[src/rtl/core/tisb_pkg.sv]
// Shared types, constants and helper functions for the IPv4/TCP segment builder.
// Used by tisb_front, tisb_dq, tisb_back and tcp_ipv4_segment_builder_unit.
// No dependencies.
package tisb_pkg;

  localparam int MAX_PAYLOAD_DEF = 256;
  localparam int HDR_BYTES       = 60;
  localparam int PLEN_W          = 9;   // holds payload lengths up to 511
  localparam int TOT_W           = 10;  // holds datagram lengths up to 1023
  localparam int WCNT_W          = 6;   // word index within one datagram
  localparam int HDR_WORDS       = 7;   // words that carry header bytes only

  // Segment kinds.
  localparam logic [2:0] KIND_DATA   = 3'd0;
  localparam logic [2:0] KIND_SYN    = 3'd1;
  localparam logic [2:0] KIND_ACK    = 3'd2;
  localparam logic [2:0] KIND_ACKRST = 3'd3;
  localparam logic [2:0] KIND_RST    = 3'd4;

  // TCP flag bytes.
  localparam logic [7:0] FLAGS_PSH_ACK = 8'h18;
  localparam logic [7:0] FLAGS_SYN     = 8'h02;
  localparam logic [7:0] FLAGS_ACK     = 8'h10;
  localparam logic [7:0] FLAGS_ACK_RST = 8'h14;
  localparam logic [7:0] FLAGS_RST     = 8'h04;

  // Configuration register indexes.
  localparam logic [1:0] CFG_SRC_ADDR = 2'd0;
  localparam logic [1:0] CFG_DST_ADDR = 2'd1;
  localparam logic [1:0] CFG_SRC_PORT = 2'd2;
  localparam logic [1:0] CFG_DST_PORT = 2'd3;

  // Fixed header pieces.
  localparam logic [15:0] IP_VER_TOS    = 16'h4500;
  localparam logic [15:0] IP_TTL_PROTO  = 16'h4006;
  localparam logic [15:0] TCP_OFFSET    = 16'hA000;
  localparam logic [15:0] TCP_WINDOW    = 16'd5840;
  localparam logic [15:0] TCP_PROTO     = 16'd6;
  localparam logic [9:0]  IP_HDR_BYTES  = 10'd20;
  localparam logic [63:0] SYN_OPTIONS   = 64'h0204_0030_0402_0000;
  localparam logic [15:0] SYN_OPT_SUM   = 16'h0636;

  typedef struct packed {
    logic [2:0]        kind;
    logic [31:0]       seq;
    logic [31:0]       ack;
    logic [15:0]       ident;
    logic [PLEN_W-1:0] plen;
    logic [15:0]       psum;
    logic              ovf;
    logic              bank;
  } desc_t;

  // Unused kind codes behave as a plain ACK.
  function automatic logic [2:0] norm_kind(input logic [2:0] k);
    logic [2:0] r;
    r = (k > KIND_RST) ? KIND_ACK : k;
    return r;
  endfunction

  function automatic logic [7:0] tcp_flags(input logic [2:0] k);
    logic [7:0] f;
    case (k)
      KIND_DATA:   f = FLAGS_PSH_ACK;
      KIND_SYN:    f = FLAGS_SYN;
      KIND_ACKRST: f = FLAGS_ACK_RST;
      KIND_RST:    f = FLAGS_RST;
      default:     f = FLAGS_ACK;
    endcase
    return f;
  endfunction

  // Two end-around-carry folds of a one's-complement sum.
  function automatic logic [15:0] fold16(input logic [20:0] s);
    logic [16:0] t;
    logic [16:0] u;
    t = 17'(s[15:0]) + 17'(s[20:16]);
    u = 17'(t[15:0]) + 17'(t[16]);
    return u[15:0];
  endfunction

endpackage

[src/rtl/core/tisb_dq.sv]
// Two-entry request queue between front and back; the head stays in place
// until the back end has sent the last word of that datagram.
// Depends on tisb_pkg.
module tisb_dq (
  input  logic            clk,
  input  logic            rst_n,
  input  logic            dq_push,
  input  tisb_pkg::desc_t dq_desc,
  input  logic            dq_pop,
  output tisb_pkg::desc_t dq_head,
  output logic            dq_empty,
  output logic            dq_full
);

  tisb_pkg::desc_t entry_r [2];
  logic            wp_r;
  logic            rp_r;
  logic [1:0]      cnt_r;

  assign dq_head  = entry_r[rp_r];
  assign dq_empty = (cnt_r == 2'd0);
  assign dq_full  = (cnt_r == 2'd2);

  always_ff @(posedge clk) begin
    if (!rst_n) begin
      wp_r  <= 1'b0;
      rp_r  <= 1'b0;
      cnt_r <= 2'd0;
    end else begin
      if (dq_push) begin
        wp_r <= ~wp_r;
      end
      if (dq_pop) begin
        rp_r <= ~rp_r;
      end
      cnt_r <= cnt_r + 2'(dq_push) - 2'(dq_pop);
    end
  end

  always_ff @(posedge clk) begin
    if (dq_push) begin
      entry_r[wp_r] <= dq_desc;
    end
  end

endmodule

[config.mk]
export PLATFORM = sky130hd
export DESIGN_NAME = tisb_dq
export DESIGN_NICKNAME = d
export VERILOG_FILES = /design/src/rtl/core/tisb_pkg.sv /design/src/rtl/core/tisb_dq.sv
export SDC_FILE = /design/constraint.sdc
export NUM_CORES = 1
export LEC_CHECK = 0
export BUFFER_PORTS_ARGS = -buffer_cell sky130_fd_sc_hd__clkbuf_2
export CAP_MARGIN = 10
export CORE_UTILIZATION = 56
export CTS_CLUSTER_SIZE = 8
export DETAILED_ROUTE_END_ITERATION = 8
export HOLD_SLACK_MARGIN = 0.02
export PLACE_DENSITY_LB_ADDON = 0.2
export SYNTH_ARGS = -nofsm -noshare
export SYNTH_HDL_FRONTEND = slang
export SYNTH_SLANG_ARGS = --single-unit
[constraint.sdc]
create_clock -name clk -period 9.9 [get_ports clk]
set_input_delay 0.495 -clock clk [delete_from_list [all_inputs] [get_ports clk]]
set_output_delay 0.495 -clock clk [all_outputs]
set_load 0.01 [all_outputs]
==> results.json, run 1 <==
{
  "cts_buffer_depth": 3,
  "dieArea_sq_um": 15100,
  "numCtsBuffers": 34,
  "antenna_found_initial": 0,
  "clkTransAtPathRegs_ns": 0.05,
  "p_total_w": 0.00236,
  "rrSetupSlack_ns": 7.71,
  "powerDensity_nw_per_um2": 226,
  "final_common_cell": "clkbuf_2",
  "fmax_ghz": 0.320,
  "ios": 226,
  "hold_viol_final": 0,
  "finalCriticalPeriod_ns": 3.12,
  "p_sw_share_pct": 20.7,
  "final_cell_mix": "225 x clkbuf_2, 220 x edfxtp_1, 110 x mux2_2",
  "fill_cells": 856,
  "slew_viol_final": 0,
  "clock_latency_ns": 0.48,
  "cp.required_ns": 9.41,
  "cp-end-kind": "output port",
  "power_leakage_nw": 4.02,
  "worstMarginPinSlew_ns": 0.916,
  "grt_pass1_wl_um": 21700,
  "ys_ff_latch": 225,
  "peakVddDrop_v": 0.000162,
  "ys.warnings.count": 0,
  "portBuffers": 225,
  "slew_headroom_pct": 39.0,
  "seqPwrFrac_pct": 47.6,
  "p_int_w": 0.00187,
  "setup_viol": 0,
  "p_comb_share_pct": 8.8,
  "drive_gt1_share_pct": 60.4,
  "synthCells": 363,
  "rsz0062_at_grt": "no",
  "nets": 732,
  "routed_wl_um": 15100,
  "placement_rows": 43,
  "whs_path_depth": 1,
  "n_antenna_cell": 0,
  "syn_nets": 479,
  "critPathCapture": "dq_head[57]",
  "clock_power_share_pct": 43.6,
  "place_worst_setup_slack_ns": 7.27,
  "ys_types": 13,
  "fin_crit_sh_pct": 31.6,
  "grt_max_degree": 70,
  "status": "completed",
  "die_w_um": 123,
  "fp.coreArea_sq_um": 14100,
  "fin_worst_skew_ns": 0.0114,
  "first_global_vias": 4265,
  "post_cts_resized": 0,
  "fin_tns_setup_ns": 0,
  "grt_use_total_pct": 19.6,
  "ant_nets": 0,
  "r2r_end": "entry_r[1][83]",
  "cts.sinks": 225,
  "path_max_fanout": 69,
  "yosysSeqAreaShare_pct": 81.8,
  "worstHoldPathType": "input pin to register",
  "criticalPathCategory": "register to output port",
  "reg2reg_depth": 2,
  "post-route-util_pct": 74.1,
  "dr.pass1.iters": 6,
  "cts_tree": "done",
  "start_util_pct": 58.2,
  "instances_no_fill": 809,
  "cap_violations": 0,
  "syn_to_final_growth_pct": 27.3,
  "syn_avg_cell_area_sq_um": 22.6,
  "wl_per_cell_um": 18.7,
  "vias_per_cell": 5.23,
  "netlist_area_sq_um": 8200,
  "regArea_sq_um": 6710,
  "dpl.hpwl_um": 9530,
  "drt_iter0_drc": 224,
  "route.detailed.drc": 0,
  "cp-start-kind": "register",
  "cts_root_buf": "clkbuf_16",
  "switchingPower_w": 0.000488,
  "dp_cells": 760,
  "via_count": 4230,
  "place_congestion": 0.753,
  "grt-ovfl-total": 0,
  "arrival_ns": 2.63,
  "htreeDepth": 2,
  "hold_buffers": 0,
  "r2r_start": "wp_r",
  "finalWorstSetupSlack_ns": 6.78,
  "die_h_um": 123,
  "post_cts_buffers": 0,
  "multi_input_area_sq_um": 1370
}
## Yosys cell counts
| master | number | share of area, % |
|---|---|---|
| edfxtp_1 | 220 | 81 |
| mux2_2 | 110 | 15 |
| buf_6 | 11 | 1.5 |
| dfxtp_1 | 5 | 1.2 |
| and2_1 | 4 | 0.31 |
| nor2b_1 | 4 | 0.31 |
| ha_1 | 2 | 0.31 |
| inv_1 | 2 | 0.092 |
| buf_2 | 1 | 0.061 |
| nor2_1 | 1 | 0.046 |
| o21a_1 | 1 | 0.092 |
| xnor3_1 | 1 | 0.27 |
| xor2_1 | 1 | 0.11 |
## cells by family after synthesis
kind of cell	Yosys count	share of synthesized area, %
DFF	225	81.8
AOI/OAI and AO/OA	1	0.0916
xor gates and xnor gates	2	0.382
muxes	110	15.1
adders and majority gates	2	0.305
buffers and inverters	14	1.66
and+or+nand+nor	9	0.656
## sequential cells by signal, summed over array words and instances (netlist names), named ones only
name and count:
wp_r 1, rp_r 1, entry_r 220, cnt_r 2
## cell type report
class,instances,area share (%)
timing repair buffer,229,11.1
multi-input combinational,124,13.1
clock buffer,48,9.26
clock inverter,1,0.0839
sequential,225,64.3
inverter,2,0.0719
tap,180,2.16
## power groups by stage
stage          registers (W)  clock network (W)  logic, W
3_3_place_gp         0.00114                  0  0.000204
5_1_grt              0.00113            0.00109  0.000225
4_1_cts              0.00113            0.00105  0.000210
2_1_floorplan        0.00114                  0  0.000130
3_5_place_dp         0.00114                  0  0.000208
6_report             0.00112            0.00103  0.000208
## how the worst min path moves through the flow
stage                      startpoint             end  slack [ns]
after floorplan                  rp_r        register        0.55
after global placement           rp_r        register        0.57
after detailed placement         rp_r            rp_r        0.57
after CTS                 dq_desc[16]  entry_r[1][16]        0.18
after global routing      dq_desc[14]  entry_r[0][14]        0.18
final                     dq_desc[36]  entry_r[0][36]        0.19
## stage by stage
stage	area, sq um	hold WS [ns]
after CTS	10400	0.177
after global routing	10400	0.181
after floorplan	8200	0.555
final	10400	0.194
after global placement	9470	0.567
after detailed placement	9470	0.573
## layer usage
metal | global-route usage, % | wire length, um | up-vias
met1 | 23.0 | 5730 | 2073
met2 | 31.8 | 7580 | 177
met5 | 0 | 0 | -
met4 | 8.51 | 337 | 0
met3 | 8.26 | 1500 | 31
li1 | - | - | 1949
## worst max-delay path, stage by stage (launching register included)
cell	delay (ns)
dfxtp_4	0.71
buf_4	0.78
mux2_2	0.43
clkbuf_2	0.13
Note: power is estimated with default switching activity, not from simulation.
==> inputs of run 2 (changes only) <==
--- a/config.mk
+++ b/config.mk
@@ -7,7 +7,7 @@
 export LEC_CHECK = 0
 export BUFFER_PORTS_ARGS = -buffer_cell sky130_fd_sc_hd__clkbuf_2
 export CAP_MARGIN = 10
-export CORE_UTILIZATION = 56
+export CORE_UTILIZATION = 47
 export CTS_CLUSTER_SIZE = 8
 export DETAILED_ROUTE_END_ITERATION = 8
 export HOLD_SLACK_MARGIN = 0.02
==> constraint.sdc (replaced) <==
create_clock -name clk -period 2.8 [get_ports clk]
set_input_delay 0.14 -clock clk [delete_from_list [all_inputs] [get_ports clk]]
set_output_delay 0.14 -clock clk [all_outputs]
set_load 0.01 [all_outputs]
==> results.json, run 2 (same netlist as run 1, synthesis figures left out) <==
{
  "status": "completed",
  "cp-start-kind": "register",
  "slew_viol_final": 0,
  "whs_path_depth": 3,
  "max_flop_register": "entry_r",
  "numCtsBuffers": 34,
  "dp_cells": 803,
  "n_antenna_cell": 0,
  "r2r_start": "wp_r",
  "portBuffers": 225,
  "min-delay-start": "dq_pop",
  "fp.coreArea_sq_um": 16800,
  "cp.required_ns": 2.66,
  "placedInstanceArea_sq_um": 9560,
  "start_util_pct": 48.8,
  "routed_wl_um": 16100,
  "cts_root_buf": "clkbuf_16",
  "wl_per_cell_um": 16.8,
  "die_w_um": 134,
  "first_global_vias": 5120,
  "fin_area_sq_um": 11700,
  "nets": 848,
  "cp-end-kind": "output port",
  "grt_use_total_pct": 18.4,
  "fin_tns_setup_ns": 0,
  "peakVddDrop_v": 0.000564,
  "arrival_ns": 2.05,
  "grt_pass1_wl_um": 25100,
  "ant_nets": 0,
  "slew_headroom_pct": 44.5,
  "cts.sinks": 225,
  "rrSetupSlack_ns": 1.10,
  "hold_buffers": 113,
  "place_congestion": 0.730,
  "cts_buffer_depth": 3,
  "dieArea_sq_um": 18000,
  "path_max_fanout": 32,
  "final_common_cell": "clkbuf_2",
  "rsz0062_at_grt": "no",
  "fin_worst_skew_ns": 0.00854,
  "hold_viol_final": 0,
  "placement_rows": 47,
  "dpl.hpwl_um": 9620,
  "setup_viol": 0,
  "cts_tree": "done",
  "grt-ovfl-total": 0,
  "worstMarginPinSlew_ns": 0.832,
  "fmax_ghz": 0.458,
  "post-route-util_pct": 69.3,
  "finalCriticalPeriod_ns": 2.19,
  "r2r_end": "entry_r[1][82]",
  "syn_to_final_growth_pct": 42.1,
  "post_cts_resized": 0,
  "clkTransAtPathRegs_ns": 0.05,
  "instances_no_fill": 960,
  "cap_violations": 0,
  "dr.pass1.iters": 4,
  "via_count": 4637,
  "drt_iter0_drc": 250,
  "reg2reg_depth": 2,
  "largest_reg_flops": 220,
  "grt_max_degree": 63,
  "largestRegisters": "entry_r: 220 flops, cnt_r: 2 flops",
  "vias_per_cell": 4.83,
  "die_h_um": 134,
  "criticalPathCategory": "register to output port",
  "powerDensity_nw_per_um2": 725,
  "htreeDepth": 2,
  "drive_gt1_share_pct": 51.8,
  "clock_latency_ns": 0.48,
  "worstHoldPathType": "input pin to register",
  "ios": 226,
  "post_cts_buffers": 0,
  "route.detailed.drc": 0,
  "hold_end": "rp_r",
  "power_leakage_nw": 4.51,
  "antenna_found_initial": 0,
  "final_cell_mix": "225 x clkbuf_2, 220 x edfxtp_1, 113 x dlygate4sd3_1",
  "fin_crit_sh_pct": 78.0
}
==> run 2: worst max-delay path: stages (launching register included) <==
cell and delay [ns]:
dfxtp_4 0.64, buf_4 0.39, mux2_2 0.39, clkbuf_2 0.13
==> run 2: how the worst max path moves through the flow <==
| stage | start | end | slack [ns] | cells after the start |
|---|---|---|---|---|
| after global routing | register | dq_head[5] | 0.50 | 3 |
| after global placement | register | dq_head[31] | 1.12 | 3 |
| final | register | dq_head[5] | 0.61 | 3 |
| after CTS | register | dq_head[5] | 0.55 | 3 |
| after floorplan | wp_r | entry_r[0][0] | 0.41 | 1 |
| after detailed placement | register | dq_head[5] | 1.08 | 3 |
==> run 2: per-layer routing <==
layer / share of wire, % / routed length (um) / global-route usage (%)
met1: 39 / 6360 / 20.9
met2: 51 / 8170 / 32.6
met3: 7.9 / 1270 / 5.37
met4: 2.1 / 333 / 7.49
met5: 0 / 0 / 0
==> run 2: cell type report <==
class                           count  area, sq um
Sequential cell                   225         6710
Timing Repair Buffer              345         2330
Clock buffer                       43          948
Tap cell                          220          275
Multi-Input combinational cell    124         1370
Inverter                            2         7.51
Clock inverter                      1         8.76
Fill cell                        1108         5170
==> run 2: power by group <==
part           total [W]  switching [W]  internal, W
clock network    0.00359        0.00126      0.00233
registers        0.00397      0.0000611      0.00391
logic           0.000887       0.000418     0.000469
==> run 2: per-stage QoR <==
step,total power [W],setup slack [ns],hold slack [ns]
finish,0.00844,0.615,0.0405
CTS,0.00853,0.551,0.0215
detailed placement,0.00479,1.08,0.333
floorplan,0.00446,0.409,0.239
global route,0.00874,0.496,0.0516
global placement,0.00476,1.12,0.329
==> inputs of run 3 (changes only) <==
--- a/config.mk
+++ b/config.mk
@@ -7,7 +7,7 @@
 export LEC_CHECK = 0
 export BUFFER_PORTS_ARGS = -buffer_cell sky130_fd_sc_hd__clkbuf_2
 export CAP_MARGIN = 10
-export CORE_UTILIZATION = 47
+export CORE_UTILIZATION = 52
 export CTS_CLUSTER_SIZE = 8
 export DETAILED_ROUTE_END_ITERATION = 8
 export HOLD_SLACK_MARGIN = 0.02
==> constraint.sdc (replaced) <==
create_clock -name clk -period 2.19 [get_ports clk]
set_input_delay 0.1095 -clock clk [delete_from_list [all_inputs] [get_ports clk]]
set_output_delay 0.1095 -clock clk [all_outputs]
set_load 0.01 [all_outputs]
==> results.json, run 3 (same netlist as run 1, synthesis figures left out) <==
{
  "htreeDepth": 2,
  "rrSetupSlack_ns": 0.49,
  "numCtsBuffers": 34,
  "rsz0062_at_grt": "no",
  "ios": 226,
  "finalCriticalPeriod_ns": 1.96,
  "final_common_cell": "clkbuf_2",
  "status": "completed",
  "cp-end-kind": "output port",
  "grt_max_degree": 71,
  "p_sw_share_pct": 21.0,
  "place_congestion": 0.751,
  "criticalPathCategory": "register to output port",
  "die_w_um": 128,
  "cts_tree": "done",
  "fin_crit_sh_pct": 89.5,
  "clock_power_share_pct": 42.9,
  "final_cell_mix": "225 x clkbuf_2, 220 x edfxtp_1, 113 x dlygate4sd3_1",
  "fp.coreArea_sq_um": 15300,
  "r2r_start": "wp_r",
  "switchingPower_w": 0.00229,
  "p_comb_share_pct": 10.7,
  "seqPwrFrac_pct": 46.3,
  "fin_worst_skew_ns": 0.0130,
  "fill_cells": 933,
  "cp-start-kind": "register",
  "dieArea_sq_um": 16300,
  "cap_violations": 0,
  "ant_nets": 0,
  "post_cts_resized": 0,
  "p_int_w": 0.00862,
  "n_antenna_cell": 0,
  "dr.pass1.iters": 4,
  "fmax_ghz": 0.510,
  "cp.required_ns": 2.08,
  "grt_pass1_wl_um": 26300,
  "slew_viol_final": 0,
  "critPathCapture": "dq_head[82]",
  "clkTransAtPathRegs_ns": 0.05,
  "via_count": 4712,
  "portBuffers": 225,
  "clock_latency_ns": 0.49,
  "syn_to_final_growth_pct": 42.5,
  "setup_viol": 0,
  "reg2reg_depth": 4,
  "route.detailed.drc": 0,
  "peakVddDrop_v": 0.000721,
  "worstHoldPathType": "input pin to register",
  "largestRegisters": "entry_r: 220 flops, cnt_r: 2 flops",
  "powerDensity_nw_per_um2": 933,
  "first_global_vias": 5213,
  "whs_path_depth": 3,
  "cts_buffer_depth": 3,
  "wl_per_cell_um": 18.3,
  "grt-ovfl-total": 0,
  "max_flop_register": "entry_r",
  "r2r_end": "wp_r",
  "placement_rows": 45,
  "fin_tns_setup_ns": 0,
  "antenna_found_initial": 0,
  "cts.sinks": 225,
  "die_h_um": 128,
  "hold_slack_ns": 0.0387,
  "arrival_ns": 1.85,
  "routed_wl_um": 17500,
  "dpl.hpwl_um": 9240,
  "vias_per_cell": 4.92,
  "drive_gt1_share_pct": 51.5,
  "cts_root_buf": "clkbuf_16",
  "path_max_fanout": 40,
  "hold_viol_final": 0,
  "start_util_pct": 53.5,
  "power_leakage_nw": 4.52,
  "slew_headroom_pct": 63.1,
  "drt_iter0_drc": 266,
  "grt_use_total_pct": 21.5,
  "largest_reg_flops": 220,
  "nets": 849,
  "worstMarginPinSlew_ns": 0.554
}
run 3: cell type report:
type / instances / area [sq um] / share of cell area [%]
flip-flops and latches: 225 / 6710 / 57.4
repair buffers: 346 / 2350 / 20.2
multi-input cells: 124 / 1370 / 11.7
clock buffers: 49 / 971 / 8.31
well taps: 211 / 264 / 2.26
clock inverters: 1 / 8.76 / 0.0750
inverters: 2 / 7.51 / 0.0643
run 3: power by group through the flow:
| stage | clock [W] | combinational, W | sequential, W |
|---|---|---|---|
| floorplan | 0 | 0.000589 | 0.00511 |
| finish | 0.00468 | 0.00117 | 0.00505 |
| CTS | 0.00476 | 0.00116 | 0.00505 |
| global placement | 0 | 0.000974 | 0.00511 |
| global route | 0.00494 | 0.00125 | 0.00507 |
| detailed placement | 0 | 0.000993 | 0.00513 |
run 3: what timing repair did:
action	in CTS	in global routing
setup endpoints to repair	0	0
setup buffers	0	0
hold endpoints to repair	225	0
hold buffers	113	0
run 3: critical path, stage by stage (launching register included):
cell	delay (ns)
dfxtp_4	0.35
buf_4	0.45
mux2_2	0.42
clkbuf_2	0.13
run 3: worst min-delay path by stage:
stage | start | endpoint | slack, ns
floorplan | dq_desc[0] | entry_r[0][0] | 0.21
global placement | dq_desc[19] | entry_r[0][19] | 0.30
detailed placement | dq_desc[50] | entry_r[1][50] | 0.30
CTS | dq_push | cnt_r[0] | 0.03
global route | dq_push | cnt_r[0] | 0.07
finish | dq_push | cnt_r[0] | 0.04
run 3: routing by layer:
layer	track usage, %	routed length [um]	vias up
met4	7.89	344	0
met3	6.78	1370	37
met5	0	0	-
li1	-	-	2193
met2	38.1	9100	191
met1	24.6	6680	2291
run 3: per-stage QoR:
stage                     setup slack, ns  area (sq um)  total power [W]  cells  util (%)
after CTS                           0.196         11700           0.0110    958      76.3
final                               0.231         11700           0.0109    958      76.3
after global routing                0.138         11700           0.0113    958      76.3
after floorplan                    -0.191          8210          0.00570    363         -
after detailed placement            0.706          9570          0.00612    795      62.5
after global placement              0.726          9570          0.00609    795      62.5
