$ cat config.mk
export PLATFORM = sky130hd
export DESIGN_NAME = tisb_front
export DESIGN_NICKNAME = d
export VERILOG_FILES = /design/src/rtl/core/tisb_pkg.sv /design/src/rtl/core/tisb_front.sv
export SDC_FILE = /design/constraint.sdc
export NUM_CORES = 1
export LEC_CHECK = 0
export ABC_CLOCK_PERIOD_IN_PS = 17700
export BUFFER_PORTS_ARGS = -buffer_cell sky130_fd_sc_hd__clkbuf_2
export CAP_MARGIN = 10
export CORE_MARGIN = 10
export CORE_UTILIZATION = 57
export CTS_CLUSTER_DIAMETER = 50
export DETAILED_ROUTE_END_ITERATION = 8
export PLACE_DENSITY = 0.95
export REMOVE_ABC_BUFFERS = 1
export SLEW_MARGIN = 20
export SYNTH_ARGS = -nofsm -noshare
export SYNTH_HDL_FRONTEND = slang
export SYNTH_SLANG_ARGS = --single-unit
$ cat constraint.sdc
create_clock -name clk -period 17.7 [get_ports clk]
set_input_delay 1.77 -clock clk [delete_from_list [all_inputs] [get_ports clk]]
set_output_delay 1.77 -clock clk [all_outputs]
set_load 0.02 [all_outputs]
$ cat src/rtl/core/tisb_pkg.sv
// Shared types, constants and helper functions for the IPv4/TCP segment builder.
// Used by tisb_front, tisb_dq, tisb_back and tcp_ipv4_segment_builder_unit.
// No dependencies.
package tisb_pkg;

  localparam int MAX_PAYLOAD_DEF = 256;
  localparam int HDR_BYTES       = 60;
  localparam int PLEN_W          = 9;   // holds payload lengths up to 511
  localparam int TOT_W           = 10;  // holds datagram lengths up to 1023
  localparam int WCNT_W          = 6;   // word index within one datagram
  localparam int HDR_WORDS       = 7;   // words that carry header bytes only

  // Segment kinds.
  localparam logic [2:0] KIND_DATA   = 3'd0;
  localparam logic [2:0] KIND_SYN    = 3'd1;
  localparam logic [2:0] KIND_ACK    = 3'd2;
  localparam logic [2:0] KIND_ACKRST = 3'd3;
  localparam logic [2:0] KIND_RST    = 3'd4;

  // TCP flag bytes.
  localparam logic [7:0] FLAGS_PSH_ACK = 8'h18;
  localparam logic [7:0] FLAGS_SYN     = 8'h02;
  localparam logic [7:0] FLAGS_ACK     = 8'h10;
  localparam logic [7:0] FLAGS_ACK_RST = 8'h14;
  localparam logic [7:0] FLAGS_RST     = 8'h04;

  // Configuration register indexes.
  localparam logic [1:0] CFG_SRC_ADDR = 2'd0;
  localparam logic [1:0] CFG_DST_ADDR = 2'd1;
  localparam logic [1:0] CFG_SRC_PORT = 2'd2;
  localparam logic [1:0] CFG_DST_PORT = 2'd3;

  // Fixed header pieces.
  localparam logic [15:0] IP_VER_TOS    = 16'h4500;
  localparam logic [15:0] IP_TTL_PROTO  = 16'h4006;
  localparam logic [15:0] TCP_OFFSET    = 16'hA000;
  localparam logic [15:0] TCP_WINDOW    = 16'd5840;
  localparam logic [15:0] TCP_PROTO     = 16'd6;
  localparam logic [9:0]  IP_HDR_BYTES  = 10'd20;
  localparam logic [63:0] SYN_OPTIONS   = 64'h0204_0030_0402_0000;
  localparam logic [15:0] SYN_OPT_SUM   = 16'h0636;

  typedef struct packed {
    logic [2:0]        kind;
    logic [31:0]       seq;
    logic [31:0]       ack;
    logic [15:0]       ident;
    logic [PLEN_W-1:0] plen;
    logic [15:0]       psum;
    logic              ovf;
    logic              bank;
  } desc_t;

  // Unused kind codes behave as a plain ACK.
  function automatic logic [2:0] norm_kind(input logic [2:0] k);
    logic [2:0] r;
    r = (k > KIND_RST) ? KIND_ACK : k;
    return r;
  endfunction

  function automatic logic [7:0] tcp_flags(input logic [2:0] k);
    logic [7:0] f;
    case (k)
      KIND_DATA:   f = FLAGS_PSH_ACK;
      KIND_SYN:    f = FLAGS_SYN;
      KIND_ACKRST: f = FLAGS_ACK_RST;
      KIND_RST:    f = FLAGS_RST;
      default:     f = FLAGS_ACK;
    endcase
    return f;
  endfunction

  // Two end-around-carry folds of a one's-complement sum.
  function automatic logic [15:0] fold16(input logic [20:0] s);
    logic [16:0] t;
    logic [16:0] u;
    t = 17'(s[15:0]) + 17'(s[20:16]);
    u = 17'(t[15:0]) + 17'(t[16]);
    return u[15:0];
  endfunction

endpackage

$ cat src/rtl/core/tisb_front.sv
// Front end of the segment builder: takes request items, latches the header
// fields, packs payload bytes into 64-bit words and keeps the payload sum.
// Depends on tisb_pkg.
module tisb_front #(
  parameter int MAX_PAYLOAD = tisb_pkg::MAX_PAYLOAD_DEF
) (
  input  logic                  clk,
  input  logic                  rst_n,
  input  logic                  push,
  input  logic                  full,
  input  logic [2:0]            in_req_type,
  input  logic [31:0]           in_seq_num,
  input  logic [31:0]           in_ack_number,
  input  logic [15:0]           in_ip_ident,
  input  logic [7:0]            in_data_byte,
  input  logic                  in_has_data,
  input  logic                  in_last_item,
  output logic                  dq_push,
  output tisb_pkg::desc_t       dq_desc,
  output logic                  mem_we,
  output logic [$clog2(2*((MAX_PAYLOAD+7)/8))-1:0] mem_waddr,
  output logic [63:0]           mem_wdata
);

  localparam int CNT_W = $clog2(MAX_PAYLOAD + 8);
  localparam int PW    = (MAX_PAYLOAD + 7) / 8;
  localparam int AW    = $clog2(2 * PW);

  logic              in_req_r;
  logic [2:0]        kind_r;
  logic [31:0]       seq_r;
  logic [31:0]       ack_r;
  logic [15:0]       ident_r;
  logic [CNT_W-1:0]  count_r;
  logic [15:0]       psum_r;
  logic              ovf_r;
  logic              bank_r;
  logic [63:0]       asm_r;

  logic              acc;
  logic              first;
  logic [2:0]        kind_now;
  logic [31:0]       seq_now;
  logic [31:0]       ack_now;
  logic [15:0]       ident_now;
  logic              data_byte_seen;
  logic              room;
  logic              byte_ok;
  logic              byte_drop;
  logic [2:0]        lane;
  logic [16:0]       term;
  logic [63:0]       asm_nxt;
  logic [CNT_W-1:0]  count_nxt;
  logic [15:0]       psum_nxt;
  logic              ovf_nxt;

  assign acc       = push & ~full;
  assign first     = ~in_req_r;
  assign kind_now  = first ? tisb_pkg::norm_kind(in_req_type) : kind_r;
  assign seq_now   = first ? in_seq_num : seq_r;
  assign ack_now   = first ? in_ack_number : ack_r;
  assign ident_now = first ? in_ip_ident : ident_r;

  assign data_byte_seen = acc & (kind_now == tisb_pkg::KIND_DATA) & in_has_data;
  assign room           = count_r < CNT_W'(MAX_PAYLOAD);
  assign byte_ok        = data_byte_seen & room;
  assign byte_drop      = data_byte_seen & ~room;
  assign lane           = count_r[2:0];

  // Even payload offsets are the high byte of a 16-bit checksum word.
  assign term = lane[0] ? {9'b0, in_data_byte} : {1'b0, in_data_byte, 8'b0};

  always_comb begin
    asm_nxt = asm_r;
    for (int i = 0; i < 8; i++) begin
      if (lane == 3'(i)) begin
        asm_nxt[63-8*i -: 8] = in_data_byte;
      end
    end
  end

  assign count_nxt = byte_ok ? count_r + CNT_W'(1) : count_r;
  assign psum_nxt  = byte_ok ? tisb_pkg::fold16(21'(psum_r) + 21'(term)) : psum_r;
  assign ovf_nxt   = ovf_r | byte_drop;

  // The partly filled word is written back on every byte that is kept, so the store
  // always holds the payload seen so far.
  assign mem_we    = byte_ok;
  assign mem_waddr = (bank_r ? AW'(PW) : AW'(0)) + AW'(count_r[CNT_W-1:3]);
  assign mem_wdata = asm_nxt;

  assign dq_push = acc & in_last_item;
  always_comb begin
    dq_desc       = '0;
    dq_desc.kind  = kind_now;
    dq_desc.seq   = seq_now;
    dq_desc.ack   = (kind_now == tisb_pkg::KIND_SYN) ? 32'd0 : ack_now;
    dq_desc.ident = ident_now;
    dq_desc.plen  = (kind_now == tisb_pkg::KIND_DATA) ?
                    tisb_pkg::PLEN_W'(count_nxt) : '0;
    dq_desc.psum  = psum_nxt;
    dq_desc.ovf   = ovf_nxt;
    dq_desc.bank  = bank_r;
  end

  always_ff @(posedge clk) begin
    if (!rst_n) begin
      in_req_r <= 1'b0;
      count_r  <= '0;
      psum_r   <= '0;
      ovf_r    <= 1'b0;
      bank_r   <= 1'b0;
    end else if (acc) begin
      if (in_last_item) begin
        in_req_r <= 1'b0;
        count_r  <= '0;
        psum_r   <= '0;
        ovf_r    <= 1'b0;
        bank_r   <= ~bank_r;
      end else begin
        in_req_r <= 1'b1;
        count_r  <= count_nxt;
        psum_r   <= psum_nxt;
        ovf_r    <= ovf_nxt;
      end
    end
  end

  always_ff @(posedge clk) begin
    if (acc) begin
      kind_r  <= kind_now;
      seq_r   <= seq_now;
      ack_r   <= ack_now;
      ident_r <= ident_now;
    end
    if (byte_ok) begin
      asm_r <= asm_nxt;
    end
  end

endmodule

==> out/results.txt, run 1 <==
result of the run = complete, no violations
Total GRT Usage = 0.236
Die Footprint = 0.0228 sq mm
Final Non-Filler Cells = 1282
Die Y = 151 microns
clock root buffer = clkbuf_16
Slew @ Worst Pin = 1060 ps
synthesis-to-finish area growth = 20.8%
CTS tree = done
Leakage = 4.67 nW
setup TNS = 0 ps
Power Total = 0.944 mW
Avg WL per Cell = 22.0 microns
Seq pwr share = 0.490
Psw = 0.254 mW
Hold Fails Final Rpt = 0
initial antenna violation count = 1
Setup CP Type = in2out
CTS clock-pin slew for the worst setup and hold paths = 60 ps
synthesized flop and latch total = 175
minimum clock period after layout = 9060 ps
DIE WIDTH = 151 microns
pre-CTS setup slack = 8770 ps
Final WS setup = 8640 ps
area of the multi-input gates = 0.00451 sq mm
Buf/Inv on CP = 2
FMAX = 0.110 GHz
first-pass GRT wire length = 42.0 mm
maximum VDD drop = 0.0634 mV
largest area contributor in the netlist = edfxtp_1
vias = 7404
Internal = 0.691 mW
hold buffer count at cts = 0
synth top area cells = edfxtp_1 45%, mux2_2 17%, dfxtp_1 5.7%
layout cell share with drive strength beyond 1 = 0.467
placed cell count = 1250
Ys Warns = 0
clk_lat worst skew = 430 ps
top-count cell post-synth = mux2_2
CTS sink count = 175
CP delay by family, top = simple AND/OR/NAND/NOR gates
DRT Pass-1 Iters = 5
Worst slew margin = 0.290
violation count after the first detailed-route iteration = 625
proportion of netlist area held by the largest area contributor = 0.451
Total Wirelength = 28.2 mm
Via density = 5.78
final setup fails = 0
Post-DRT Antenna Nets = 0
Post-Synthesis Cells = 797
nets@finish = 1173
clk_skew = 10.3 ps
crit share post-route = 0.512
sequential fraction of the synthesis area = 0.509
gr ovfl total = 0
fill count = 1125
Main synth FF type = edfxtp_1
# DRC = 0
clock share of power = 0.378
synth cell count leaders = 148 x mux2_2, 147 x edfxtp_1, 58 x nand2_1
Max clock buf depth = 2
IO Count = 279
Net Sw Frac = 0.268
CTS H-tree depth = 4
Worst EP arrival = 7290 ps
Starting Density = 0.585
CTS Buf Count = 17
crit path max fanout = 10
CP required = 15930 ps
DP HPWL = 21.6 mm
most frequent CP cell = ha_1
Worst Hold Class = reg2reg
register area = 0.00498 sq mm
reg2reg setup slack = 11780 ps
unrepaired setup endpoints after global routing = false
asr flop ratio synth = 0
unique cell type count in the Yosys netlist = 78
mean area per synthesized cell = 12.3 sq um
Core ar. = 0.0167 sq mm
Slowest-stage cell, CP = ha_1
RePlAce Congestion = 0.947
largest net degree at the start of global routing = 83
nature of the critical path endpoint = output port
EDFF count, synth = 147
# rows = 47
Pwr Density = 80.0 mW/mm^2
max-cap viol count = 0
CP max stage delay = 540 ps
Worst Setup Start Kind = input port
Post-Syn Area = 0.00978 sq mm
Slew Limit Fails = 0
vias in the first global route = 7447
Post-CTS Setup Bufs = 0
Port Buf Inserts = 278
post-CTS sizing = 0
Comb power frac = 0.131
[worst min-delay path: stages (launching register included)]
cell and delay (ps):
dfxtp_1 350, nand2_1 70, a21boi_1 50
[placed cells by master (no fill, tap or decap), drive strengths merged, types with 3 or more instances in the layout]
cell	n
clkbuf	296
mux2	149
edfxtp	147
nand2	59
nor2b	54
nor2	33
xnor2	32
o21ai	29
dfxtp	28
ha	26
a21oi	22
inv	20
and2	17
nor3	15
nand3	14
and3	12
a22oi	11
xor2	10
a21o	7
a211oi	7
nand2b	6
buf	6
a22o	5
nor4	5
clkinv	5
o21a	3
o41ai	3
nand4	3
a32oi	3
a21boi	3
o311ai	3
[cell families (layout without fill, tap and decap cells)]
kind of cell | count (synthesis) | after routing | share of synthesized area
buf+inv | 65 | 329 | 0.0306
flops | 175 | 175 | 0.509
fa+ha+maj | 27 | 27 | 0.0353
mux | 149 | 149 | 0.172
other cells | 0 | 1 | 0
simple gates | 229 | 229 | 0.128
compound gates | 109 | 109 | 0.0816
xor+xnor | 43 | 43 | 0.0441
[per-stage QoR]
stage / hold WS (ps) / instance area, sq um / util
floorplan: 453 / 9530 / -
global placement: 482 / 11300 / 0.674
detailed placement: 505 / 11300 / 0.674
CTS: 514 / 11800 / 0.707
global route: 542 / 11800 / 0.707
finish: 508 / 11800 / 0.707
[metal layers]
layer	up-vias	routed length, microns	track usage
li1	3424	-	-
met1	3568	10600	0.283
met2	369	13900	0.403
met3	43	3120	0.0677
met4	0	631	0.0756
met5	-	0	0
[cell type report]
class / instances / area share
Antenna cell: 1 / 0.000212
Clock buffer: 18 / 0.0363
Clock inverter: 13 / 0.0106
Inverter: 14 / 0.00456
Multi-Input combinational cell: 557 / 0.382
Sequential cell: 175 / 0.422
Tap cell: 220 / 0.0233
Timing Repair Buffer: 284 / 0.122
[state kept, by name, indices dropped and copies added (netlist names)]
name and flops:
in_req_r 1, seq_r 32, psum_r 16, asm_r 64, bank_r 1, ack_r 32
count_r 9, kind_r 3, ovf_r 1, ident_r 16
[power groups by stage]
stage | clock, mW | sequential [mW] | combinational [mW]
final | 0.357 | 0.463 | 0.124
after global routing | 0.378 | 0.464 | 0.133
after CTS | 0.362 | 0.463 | 0.125
after detailed placement | 0 | 0.472 | 0.124
after global placement | 0 | 0.471 | 0.120
after floorplan | 0 | 0.474 | 0.0728
[path summary, 6_finish.rpt]
check / start / endpoint / cells past startpoint
max: in_data_byte[4] / dq_desc[14] / 25
min: count_r[7]$_SDFFE_PN0P_ / count_r[7]$_SDFFE_PN0P_ / 2
max reg2reg: count_r[0]$_SDFFE_PN0P_ / psum_r[6]$_SDFFE_PN0P_ / 24
min reg2reg: count_r[7]$_SDFFE_PN0P_ / count_r[7]$_SDFFE_PN0P_ / 2
No activity file was read; power rests on OpenSTA's default activity.
==> run 2: changes to the inputs <==
ABC_CLOCK_PERIOD_IN_PS = 8650   (was 17700)
CORE_UTILIZATION = 53   (was 57)
PLACE_DENSITY = 0.91   (was 0.95)
clock period = 8.65 ns   (was 17.7 ns; I/O delays follow)
==> out/results.txt, run 2 (synthesized netlist as in run 1, its figures left out) <==
result of the run = complete, no violations
CTS sink count = 175
DIE WIDTH = 156 microns
most frequent cells in the layout = 278 x clkbuf_2, 148 x mux2_2, 147 x edfxtp_1
Pwr Density = 165 mW/mm^2
Max clock buf depth = 2
Die Footprint = 0.0243 sq mm
Slew @ Worst Pin = 1160 ps
largest net degree at the start of global routing = 86
DP HPWL = 21.9 mm
violation count after the first detailed-route iteration = 550
Final WS setup = 1310 ps
gr ovfl total = 0
met3 global-route usage = 0.0786
most used routing layer = met2
WHS = 501 ps
CP required = 7790 ps
Worst slew margin = 0.223
nature of the critical path endpoint = output port
Die Y = 156 microns
final setup fails = 0
clk_skew = 11.8 ps
layout cell share with drive strength beyond 1 = 0.469
Largest register FFs = 64
Port Buf Inserts = 278
Total Wirelength = 28.5 mm
Starting Density = 0.541
max-cap viol count = 0
most common cell after layout, fill and taps aside = clkbuf_2
Core ar. = 0.0181 sq mm
maximum VDD drop = 0.141 mV
Post-DRT Antenna Nets = 0
Worst Setup Start Kind = register
DRT Pass-1 Iters = 5
initial antenna violation count = 2
# DRC = 0
Reg2Reg Depth = 25
minimum clock period after layout = 7340 ps
CTS Buf Count = 17
nets@finish = 1173
CTS H-tree depth = 4
Worst Hold Class = reg2reg
hold depth = 2
GR Util met2 = 0.371
Total GRT Usage = 0.227
# rows = 49
met1 Usage GRT = 0.278
Slew Limit Fails = 0
synthesis-to-finish area growth = 21.1%
hold buffer count at cts = 0
post-CTS sizing = 0
Setup CP Type = reg2out
Via density = 5.73
pre-CTS setup slack = 1410 ps
RePlAce Congestion = 0.890
clock root buffer = clkbuf_16
Leakage = 4.68 nW
vias in the first global route = 7348
Worst EP arrival = 6470 ps
Post-CTS Setup Bufs = 0
clk_lat worst skew = 430 ps
final core utilization = 0.655
IO Count = 279
CTS tree = done
vias = 7397
setup TNS = 0 ps
Hold Fails Final Rpt = 0
crit share post-route = 0.848
largest register by flop count = asm_r
fill count = 1365
FMAX = 0.136 GHz
Avg WL per Cell = 22.1 microns
top flop regs = asm_r: 64 flops, ack_r: 32 flops, seq_r: 32 flops
CTS clock-pin slew for the worst setup and hold paths = 70 ps
unrepaired setup endpoints after global routing = false
first-pass GRT wire length = 43.2 mm
crit path max fanout = 22
## run 2: changes by cell type in the layout (fill, tap and decap cells not counted), sizes merged
cell / delta
clkbuf: -1
clkinv: +1
clkinvlp: +1
diode: +1
inv: -1
## run 2: worst max-delay path, stage by stage, from the launching register on
cell and delay (ps):
dfxtp_1 820, and2_1 240, ha_1 200, fa_1 280, a21oi_2 120, o22ai_4 240
a2111oi_0 200, o21bai_1 230, a21o_1 140, a21o_1 110, ha_1 170, ha_1 210
nand2_2 80, nor3_4 260, nand2_1 150, nor4_2 540, and3_1 250, ha_1 160
ha_1 170, and3_1 190, nor2b_1 330, o311ai_1 210, a21oi_2 160, xnor2_1 110
mux2_2 290, clkbuf_2 160
## run 2: area by class of cell
class                      count  area, sq um  share of cell area
clock buffer                  17          425              0.0359
antenna                        2         5.00            0.000423
timing repair buffer         284         1440               0.121
tap                          229          287              0.0242
sequential                   175         4980               0.420
inverter                      14         53.8             0.00454
multi-input combinational    557         4510               0.381
clock inverter                14          149              0.0126
## run 2: layer usage
layer	part of all wire	routed length (microns)	vias up
met4	0.022	618	2
met1	0.39	11300	3521
met3	0.10	2990	42
met2	0.48	13700	394
met5	0.00046	13	-
li1	-	-	3438
## run 2: power by group
group	leakage, nW	switching, mW	internal [mW]
Clock	0.272	0.367	0.384
Combinational	2.85	0.158	0.0956
Sequential	1.56	0.00887	0.939
## run 2: path summary, 6_finish.rpt
| path | start | end | slack, ps |
|---|---|---|---|
| setup reg to reg | count_r[0]$_SDFFE_PN0P_ | psum_r[8]$_SDFFE_PN0P_ | 2680 |
| hold reg to reg | ovf_r$_SDFFE_PN0P_ | ovf_r$_SDFFE_PN0P_ | 500 |
| hold / removal | ovf_r$_SDFFE_PN0P_ | ovf_r$_SDFFE_PN0P_ | 500 |
| setup / recovery | count_r[0]$_SDFFE_PN0P_ | dq_desc[14] | 1310 |
## run 2: metrics by stage
stage | area, sq um | power (mW) | instances
CTS | 11800 | 1.97 | 1290
finish | 11800 | 1.95 | 1292
global placement | 11300 | 1.21 | 1259
global route | 11800 | 2.02 | 1291
detailed placement | 11300 | 1.22 | 1259
floorplan | 9530 | 1.12 | 746
==> run 3: changes to the inputs <==
ABC_CLOCK_PERIOD_IN_PS = 7100   (was 8650)
clock period = 7.1 ns   (was 8.65 ns; I/O delays follow)
==> out/results.txt, run 3 (synthesized netlist as in run 1, its figures left out) <==
clock root buffer = clkbuf_16
layout cell share with drive strength beyond 1 = 0.476
Largest register FFs = 64
top flop regs = asm_r: 64 flops, ack_r: 32 flops, seq_r: 32 flops
CTS clock-pin slew for the worst setup and hold paths = 70 ps
result of the run = complete, no violations
Total GRT Usage = 0.227
vias in the first global route = 7617
vias = 7410
CTS tree = done
most common cell after layout, fill and taps aside = clkbuf_2
met3 global-route usage = 0.0742
Post-CTS Setup Bufs = 0
Slew Limit Fails = 0
Port Buf Inserts = 278
Slowest-stage cell, CP = fa_1
gr ovfl total = 0
most frequent cells in the layout = 278 x clkbuf_2, 148 x mux2_2, 147 x edfxtp_1
IO Count = 279
placed cell count = 1264
Setup CP Type = in2out
crit path max fanout = 10
DRT Pass-1 Iters = 5
FMAX = 0.150 GHz
CP max stage delay = 460 ps
Inserted Diodes = 0
violation count after the first detailed-route iteration = 516
Core ar. = 0.0181 sq mm
fill count = 1361
Avg WL per Cell = 21.8 microns
DIE WIDTH = 156 microns
crit share post-route = 0.941
Worst Hold Class = reg2reg
maximum VDD drop = 0.160 mV
post-route cell area = 0.0119 sq mm
Total Wirelength = 28.3 mm
met1 Usage GRT = 0.279
DP HPWL = 21.7 mm
largest register by flop count = asm_r
pre-CTS setup slack = 343 ps
Slew @ Worst Pin = 1050 ps
clk_skew = 9.98 ps
setup TNS = 0 ps
Max clock buf depth = 2
Worst slew margin = 0.301
RePlAce Congestion = 0.928
minimum clock period after layout = 6680 ps
Power Total = 2.41 mW
Leakage = 4.72 nW
Starting Density = 0.541
max-cap viol count = 0
synthesis-to-finish area growth = 21.7%
Hold Fails Final Rpt = 0
CTS sink count = 175
Final Non-Filler Cells = 1296
final setup fails = 0
first-pass GRT wire length = 43.4 mm
Die Footprint = 0.0243 sq mm
Worst Setup Start Kind = input port
nature of the critical path endpoint = output port
nets@finish = 1178
Via density = 5.72
Final WS setup = 421 ps
most frequent CP cell = ha_1
# DRC = 0
unrepaired setup endpoints after global routing = false
GR Util met2 = 0.363
CP required = 6390 ps
# rows = 49
Worst EP arrival = 5970 ps
Die Y = 156 microns
Placed Area = 0.0113 sq mm
clk_lat worst skew = 430 ps
initial antenna violation count = 0
CTS H-tree depth = 4
most used routing layer = met2
largest net degree at the start of global routing = 82
Pwr Density = 203 mW/mm^2
Post-DRT Antenna Nets = 0
CTS Buf Count = 17
==> run 3: changes by cell type in the layout (fill, tap and decap cells not counted), moves of 2 or more <==
cell,before,now
buf_4,6,11
inv_6,0,4
inv_8,6,3
clkinvlp_4,3,1
diode_2,2,0
==> run 3: final timing paths <==
check | from | to | slack (ps) | cells after the start
min reg2reg | psum_r[11]$_SDFFE_PN0P_ | psum_r[11]$_SDFFE_PN0P_ | 510 | 2
max reg2reg | count_r[0]$_SDFFE_PN0P_ | psum_r[14]$_SDFFE_PN0P_ | 1800 | 25
max | in_data_byte[0] | dq_desc[16] | 420 | 27
min | psum_r[11]$_SDFFE_PN0P_ | psum_r[11]$_SDFFE_PN0P_ | 510 | 2
==> run 3: repair_timing <==
action                     4_1_cts  5_1_grt
resized for setup                0        4
hold buffers                     0        0
setup endpoints to repair        0        9
==> run 3: stage by stage <==
stage,hold slack [ps],util
2_1_floorplan,453,-
3_3_place_gp,483,0.625
3_5_place_dp,497,0.625
4_1_cts,506,0.658
5_1_grt,547,0.658
6_report,508,0.658
==> run 3: area by class of cell <==
type / count / area [sq um] / area share
Timing Repair Buffer: 289 / 1470 / 0.124
Clock inverter: 15 / 170 / 0.0143
Sequential cell: 175 / 4980 / 0.418
Tap cell: 229 / 287 / 0.0241
Multi-Input combinational cell: 557 / 4510 / 0.379
Inverter: 14 / 53.8 / 0.00452
Clock buffer: 17 / 425 / 0.0357
==> run 3: power by group <==
part / switching [mW] / internal [mW] / leakage, nW
registers: 0.0112 / 1.14 / 1.56
clock network: 0.444 / 0.502 / 0.290
logic: 0.194 / 0.117 / 2.87
==> run 3: per-layer routing <==
| layer | part of all wire | up-vias |
|---|---|---|
| met5 | 0 | - |
| met4 | 0.031 | 0 |
| met3 | 0.097 | 55 |
| met2 | 0.47 | 363 |
| met1 | 0.40 | 3554 |
| li1 | - | 3438 |
==> run 3: worst max-delay path, delay by kind of cell <==
family,cells,cell delay [ps]
compound gates,7,1570
simple gates,9,1200
mux,1,200
xor+xnor,1,270
buf+inv,3,520
fa+ha+maj,6,1500
